==> src/hdl/tld_pkg.sv <==
// Shared constants, codes and controller/datapath structs of the tty line discipline.
package tld_pkg;

  localparam int LINE_DEPTH  = 1024;
  localparam int QUEUE_DEPTH = 1024;
  localparam int LINE_AW     = $clog2(LINE_DEPTH);
  localparam int LEN_W       = LINE_AW + 1;
  localparam int QUEUE_AW    = $clog2(QUEUE_DEPTH);
  localparam int FILL_W      = QUEUE_AW + 1;

  localparam logic [LEN_W-1:0]  LINE_FULL  = LEN_W'(LINE_DEPTH);
  localparam logic [FILL_W-1:0] QUEUE_FULL = FILL_W'(QUEUE_DEPTH);

  localparam logic [7:0] CH_NEWLINE   = 8'h0A;
  localparam logic [7:0] CH_BACKSPACE = 8'h08;

  localparam logic CMD_KEY  = 1'b0;
  localparam logic CMD_READ = 1'b1;

  typedef enum logic [1:0] {
    KIND_ECHO  = 2'd0,
    KIND_READ  = 2'd1,
    KIND_EMPTY = 2'd2
  } result_kind_t;

  typedef struct packed {
    logic accept;     // capture the incoming item
    logic line_push;  // append the item character to the line store
    logic line_pop;   // drop the last line character
    logic line_clr;   // empty the line store
    logic push_key;   // pass the item character into the queue
    logic q_rd;       // start a read of the queue head
    logic pop;        // retire the queue head as the read result
    logic set_empty;  // result is an empty-queue report
    logic mv_run;     // one step of moving the line into the queue
    logic load_out;   // move the result into the output register
  } ctrl_cmd_t;

  typedef struct packed {
    logic is_read;
    logic pressed;
    logic ch_zero;
    logic is_nl;
    logic is_bs;
    logic line_mode;
    logic line_empty;
    logic q_empty;
    logic mv_done;
    logic slot_free;
  } dp_sts_t;

endpackage

==> src/hdl/tld_ctrl.sv <==
// Controller state machine: decodes each item and sequences the datapath.
module tld_ctrl (
  input  logic               clk,
  input  logic               rst_n,
  input  logic               in_valid,
  output logic               in_ready,
  input  tld_pkg::dp_sts_t   sts,
  output tld_pkg::ctrl_cmd_t cmd
);

  typedef enum logic [4:0] {
    S_IDLE      = 5'b00001,
    S_DECODE    = 5'b00010,
    S_READ_WAIT = 5'b00100,
    S_MOVE      = 5'b01000,
    S_FINISH    = 5'b10000
  } state_t;

  state_t state_r, state_nxt;

  assign in_ready = (state_r == S_IDLE);

  always_comb begin
    state_nxt = state_r;
    cmd       = '0;
    case (state_r)
      S_IDLE: begin
        if (in_valid) begin
          cmd.accept = 1'b1;
          state_nxt  = S_DECODE;
        end
      end
      S_DECODE: begin
        if (sts.is_read) begin
          if (sts.q_empty) begin
            cmd.set_empty = 1'b1;
            state_nxt     = S_FINISH;
          end else begin
            cmd.q_rd  = 1'b1;
            state_nxt = S_READ_WAIT;
          end
        end else if (!sts.pressed || sts.ch_zero) begin
          state_nxt = S_IDLE;
        end else if (!sts.line_mode) begin
          cmd.push_key = 1'b1;
          state_nxt    = S_FINISH;
        end else if (sts.is_nl) begin
          cmd.line_push = 1'b1;
          state_nxt     = S_MOVE;
        end else if (sts.is_bs) begin
          if (sts.line_empty) begin
            state_nxt = S_IDLE;
          end else begin
            cmd.line_pop = 1'b1;
            state_nxt    = S_FINISH;
          end
        end else begin
          cmd.line_push = 1'b1;
          state_nxt     = S_FINISH;
        end
      end
      S_READ_WAIT: begin
        cmd.pop   = 1'b1;
        state_nxt = S_FINISH;
      end
      S_MOVE: begin
        if (sts.mv_done) begin
          cmd.line_clr = 1'b1;
          state_nxt    = S_FINISH;
        end else begin
          cmd.mv_run = 1'b1;
        end
      end
      S_FINISH: begin
        if (sts.slot_free) begin
          cmd.load_out = 1'b1;
          state_nxt    = S_IDLE;
        end
      end
      default: begin
        state_nxt = S_IDLE;
      end
    endcase
  end

  always_ff @(posedge clk) begin
    if (!rst_n) begin
      state_r <= S_IDLE;
    end else begin
      state_r <= state_nxt;
    end
  end

endmodule

==> config.mk <==
export PLATFORM = sky130hd
export DESIGN_NAME = tld_ctrl
export DESIGN_NICKNAME = d
export VERILOG_FILES = /design/src/hdl/tld_pkg.sv /design/src/hdl/tld_ctrl.sv
export SDC_FILE = /design/constraint.sdc
export NUM_CORES = 1
export LEC_CHECK = 0
export BUFFER_PORTS_ARGS = -buffer_cell sky130_fd_sc_hd__buf_2
export CORE_AREA = 4 4 41 43
export CTS_CLUSTER_SIZE = 8
export DETAILED_ROUTE_END_ITERATION = 8
export DIE_AREA = 0 0 45 47
export SYNTH_ARGS = -nofsm -noshare
export SYNTH_HDL_FRONTEND = slang
export SYNTH_SLANG_ARGS = --single-unit
==> constraint.sdc <==
create_clock -name clk -period 3.6 [get_ports clk]
set_clock_uncertainty 0.15 [all_clocks]
set_input_delay 0.9 -clock clk [delete_from_list [all_inputs] [get_ports clk]]
set_output_delay 0.9 -clock clk [all_outputs]
set_load 0.005 [all_outputs]
# == Yosys cells after proc, flatten, opt, wreduce, memory -nomap -nowiden ==
# Cells that the tools add are included.
# word_totals
output_inout_bits,11
register_bits,5
inputBits,13
# op_classes
n_reduce_logical,3
mux,38
n_eq_ne,8
# op_table
operator,count
$mux W5,10
$pmux W5 S5,1
$mux W1,22
$mux W2,5
$ne A2 B2 Y1 const B,3
$eq A5 B1 Y1 const B,1
$eq A5 B2 Y1 const B,1
$eq A5 B3 Y1 const B,1
$eq A5 B4 Y1 const B,1
$eq A5 B5 Y1 const B,1
$reduce_and A3 Y1,1
$logic_not A1 Y1,1
$logic_or A1 B1 Y1,1

# == Logic depth before layout (Yosys ltp) ==
# depth
word_depth,7
depth_mapped,5
depth_no_buf,4

# == Worst setup path before layout ==
# No wires, ideal clock.
# synth_path
path_type,input port to output port
from,input sts[7] (netlist name)
to,output cmd[7] (netlist name)
slack_ns,0.851
t_required_ns,2.550
path_stages,4
n_path_buf,0
t_arrival_ns,1.699
path_cell_list,nand2b_1 nor4b_4 nand2_1 nor4b_2
# synth_lines
element,line_no,source
from (decl),tld_ctrl.sv:7,"input tld_pkg::dp_sts_t sts,"
to (decl),tld_ctrl.sv:8,output tld_pkg::ctrl_cmd_t cmd

==> metrics.md <==
| Metric | Value |
|---|---|
| Count leader, synth | dfxtp_1 |
| Yosys warns | 0 |
| Placed Cells incl. Taps | between 90 and 100 |
| Core footprint | around 0.0013 mm^2 |
| Synth Cell Area | 473 um^2 |
| Post-Layout Cell Count | 97 |
| H-Tree Level Count | 1 |
| Gpl congestion | about 0.75 |
| Cell Chain, Critical Path | or4_4 > nor4b_4 > nand2_1 > nor4b_2 > buf_2 |
| Crit Path Max Fanout | 10 |
| TritonCTS clock tree | yes |
| RSZ-0062 raised after global routing | no |
| Clk root buf | clkbuf_4 |
| Register area share after synthesis | 21.2% |
| CP Buf/Inv Count | 1 |
| Avg Cell Area, Syn | 8.15 um^2 |
| Setup tns final | 0 ns |
| Antenna violations before repair | 0 |
| Design area | 614 um^2 |
| Die Ht | 47 um |
| Clk pin slew, worst setup/hold paths | 0.05 ns |
| Share of the synthesized area in the top cell type | 21.2% |
| Nets@finish | 96 |
| Max-cap violation count | 0 |
| CTS Hold Buffers Added | 0 |
| Leak | 0.276 nW |
| Post-Place Cell Area | 587 um^2 |
| # DRC | 0 |
| Rel. slew slack | 74.3% |
| Synth Register Bits | 5 |
| Hold Violations, Final | 0 |
| Hold WC Path Type | reg -> reg |
| Antenna cells | 0 |
| Cts repair resizes | 0 |
| Fin. max-slew vios | 0 |
| Post-CTS Setup Repair Bufs | 0 |
| TritonRoute pass-1 iters | 2 |
| Min Tclk post-route | 3.07 ns |
| Period utilization | a little under nine tenths |
| Longest Clk Path Bufs | 2 |
| Crit. End Element | output port |
| Required time of the worst setup path | 2.55 ns |
| Synth cell count leaders | dfxtp_1, inv_1, nor2_1, nor3b_1 |
| Post-synth EDFFs | 0 |
| Largest Register | state_r |
| Starting DRC count in detailed routing | 8 |
| Slew @ Worst Pin | 0.381 ns |
| PortBufs | 23 |
| Gr usage total | 13.2% |
| Hold Slack | 0.633 ns |
| Outcome | completed |
| Clk sinks | 5 |
| Worst Setup Start Kind | flop |
| DR WL/cell | 12.3 um |
| Vias | about 510 |
| Initial core utilization | 36.3% |
| Ys flop type | dfxtp_1 |
| Biggest regs | state_r (5) |
| Top cell type by total area after synthesis | dfxtp_1 |
| Crit path largest cell delay | 0.56 ns |
| Unique masters post-synth | 33 |
| CP max-delay cell | or4_4 |
| Fmax | 326 MHz |
| Top Family by Delay on Critical Path | simple AND/OR/NAND/NOR gates |
| # rows | 13 |
| Antenna viol nets, final | 0 |
| # IOs | 24 |
| Area contributors post-synth | dfxtp_1, nor3b_1, nor4b_4 |
| Total CTS buffers | 3 |
| Setup-failing EPs final | 0 |
| Total wire length | 1190 um |
| Worst setup path class | reg -> out |
| Die Width | 45 um |
| Area growth syn-to-layout | 29.9% |
| Grt ovf | 0 |
| Layout cell share with drive strength beyond 1 | 43.9% |
| P per Cell Area | around 500 mW/mm^2 |
| Pin count of the biggest net entering global routing | 11 |
| Worst endpoint data arrival time | about 2.0 ns |
| Clk Latency, worst-skew pair | 0.25 ns |
| Post-synthesis async set-or-reset flop share | 0% |
| Syn Inst Count | 58 |
| HPWL after DPL | 909 um |
| Peak VDD IR | 0.244 mV |
| Area of the die | 0.00212 mm^2 |
| Vias in the first global route | 460 |
| Syn_nets | ~70 |
| Vias per cell | 5.21 |
| First-pass GRT wire length | 1990 um |
| Max FFs per register | 5 |
==> final timing paths <==
kind | slack, ns | to | cells past startpoint | start
worst max-delay path | 0.53 | cmd[7] | 5 | state_r[3]
worst min-delay path | 0.63 | state_r[4] | 3 | state_r[1]
worst max register to register | 1.72 | state_r[4] | 4 | state_r[3]
worst min register to register | 0.63 | state_r[4] | 3 | state_r[1]
==> placed cells by master (no fill, tap or decap), drive strengths merged, types with 2 or more instances in the layout <==
| cell | count |
|---|---|
| clkbuf | 3 |
| nor3b | 4 |
| or3b | 2 |
| o21ai | 3 |
| inv | 4 |
| and2 | 2 |
| or3 | 2 |
| o311ai | 2 |
| and3 | 2 |
| nor3 | 3 |
| buf | 23 |
| dfxtp | 5 |
| nor2 | 4 |
| nor4b | 4 |
| nor2b | 2 |
| a21oi | 3 |
| nand2 | 3 |
==> cells by family after synthesis <==
family / Yosys count / synth area share [%]
and+or+nand+nor: 32 / 48.9
DFF: 5 / 21.2
buffers and inverters: 7 / 7.40
xor gates and xnor gates: 1 / 1.85
AOI/OAI and AO/OA: 13 / 20.6
==> worst min-delay path, delay by kind of cell, from the launching register on <==
family	cells	cell delay (ns)
and+or+nand+nor	1	0.19
AOI/OAI and AO/OA	2	0.15
DFF	1	0.40
==> per-layer routing <==
metal  vias up  wire, um  track usage, %  part of all wire, %
met3         2       117            5.36                  9.8
li1        262         -               -                    -
met4         0         4            7.02                 0.34
met2        23       480            18.9                   40
met1       218       589            16.9                   49
met5         -         0               0                    0
==> area by class of cell <==
type | instances | area (um^2)
flip-flops and latches | 5 | 100
clock buffers | 3 | 22.5
inverters | 4 | 15.0
multi-input cells | 46 | 338
clock inverters | 1 | 5.00
well taps | 15 | 18.8
fillers | 151 | 687
repair buffers | 23 | 115
==> per-stage QoR <==
stage / total power, mW / setup WS, ns / utilization, %
floorplan: 0.201 / 0.851 / -
global placement: 0.241 / 0.610 / 45.1
detailed placement: 0.242 / 0.594 / 45.1
CTS: 0.311 / 0.508 / 47.2
global route: 0.338 / 0.389 / 47.2
finish: 0.309 / 0.535 / 47.2
==> power breakdown <==
group | internal, mW | total, mW | switching, mW
Combinational | 0.0755 | 0.139 | 0.0635
Sequential | 0.0692 | 0.103 | 0.0334
Clock | 0.0404 | 0.0677 | 0.0273
Note: power is estimated with default switching activity, not from simulation.
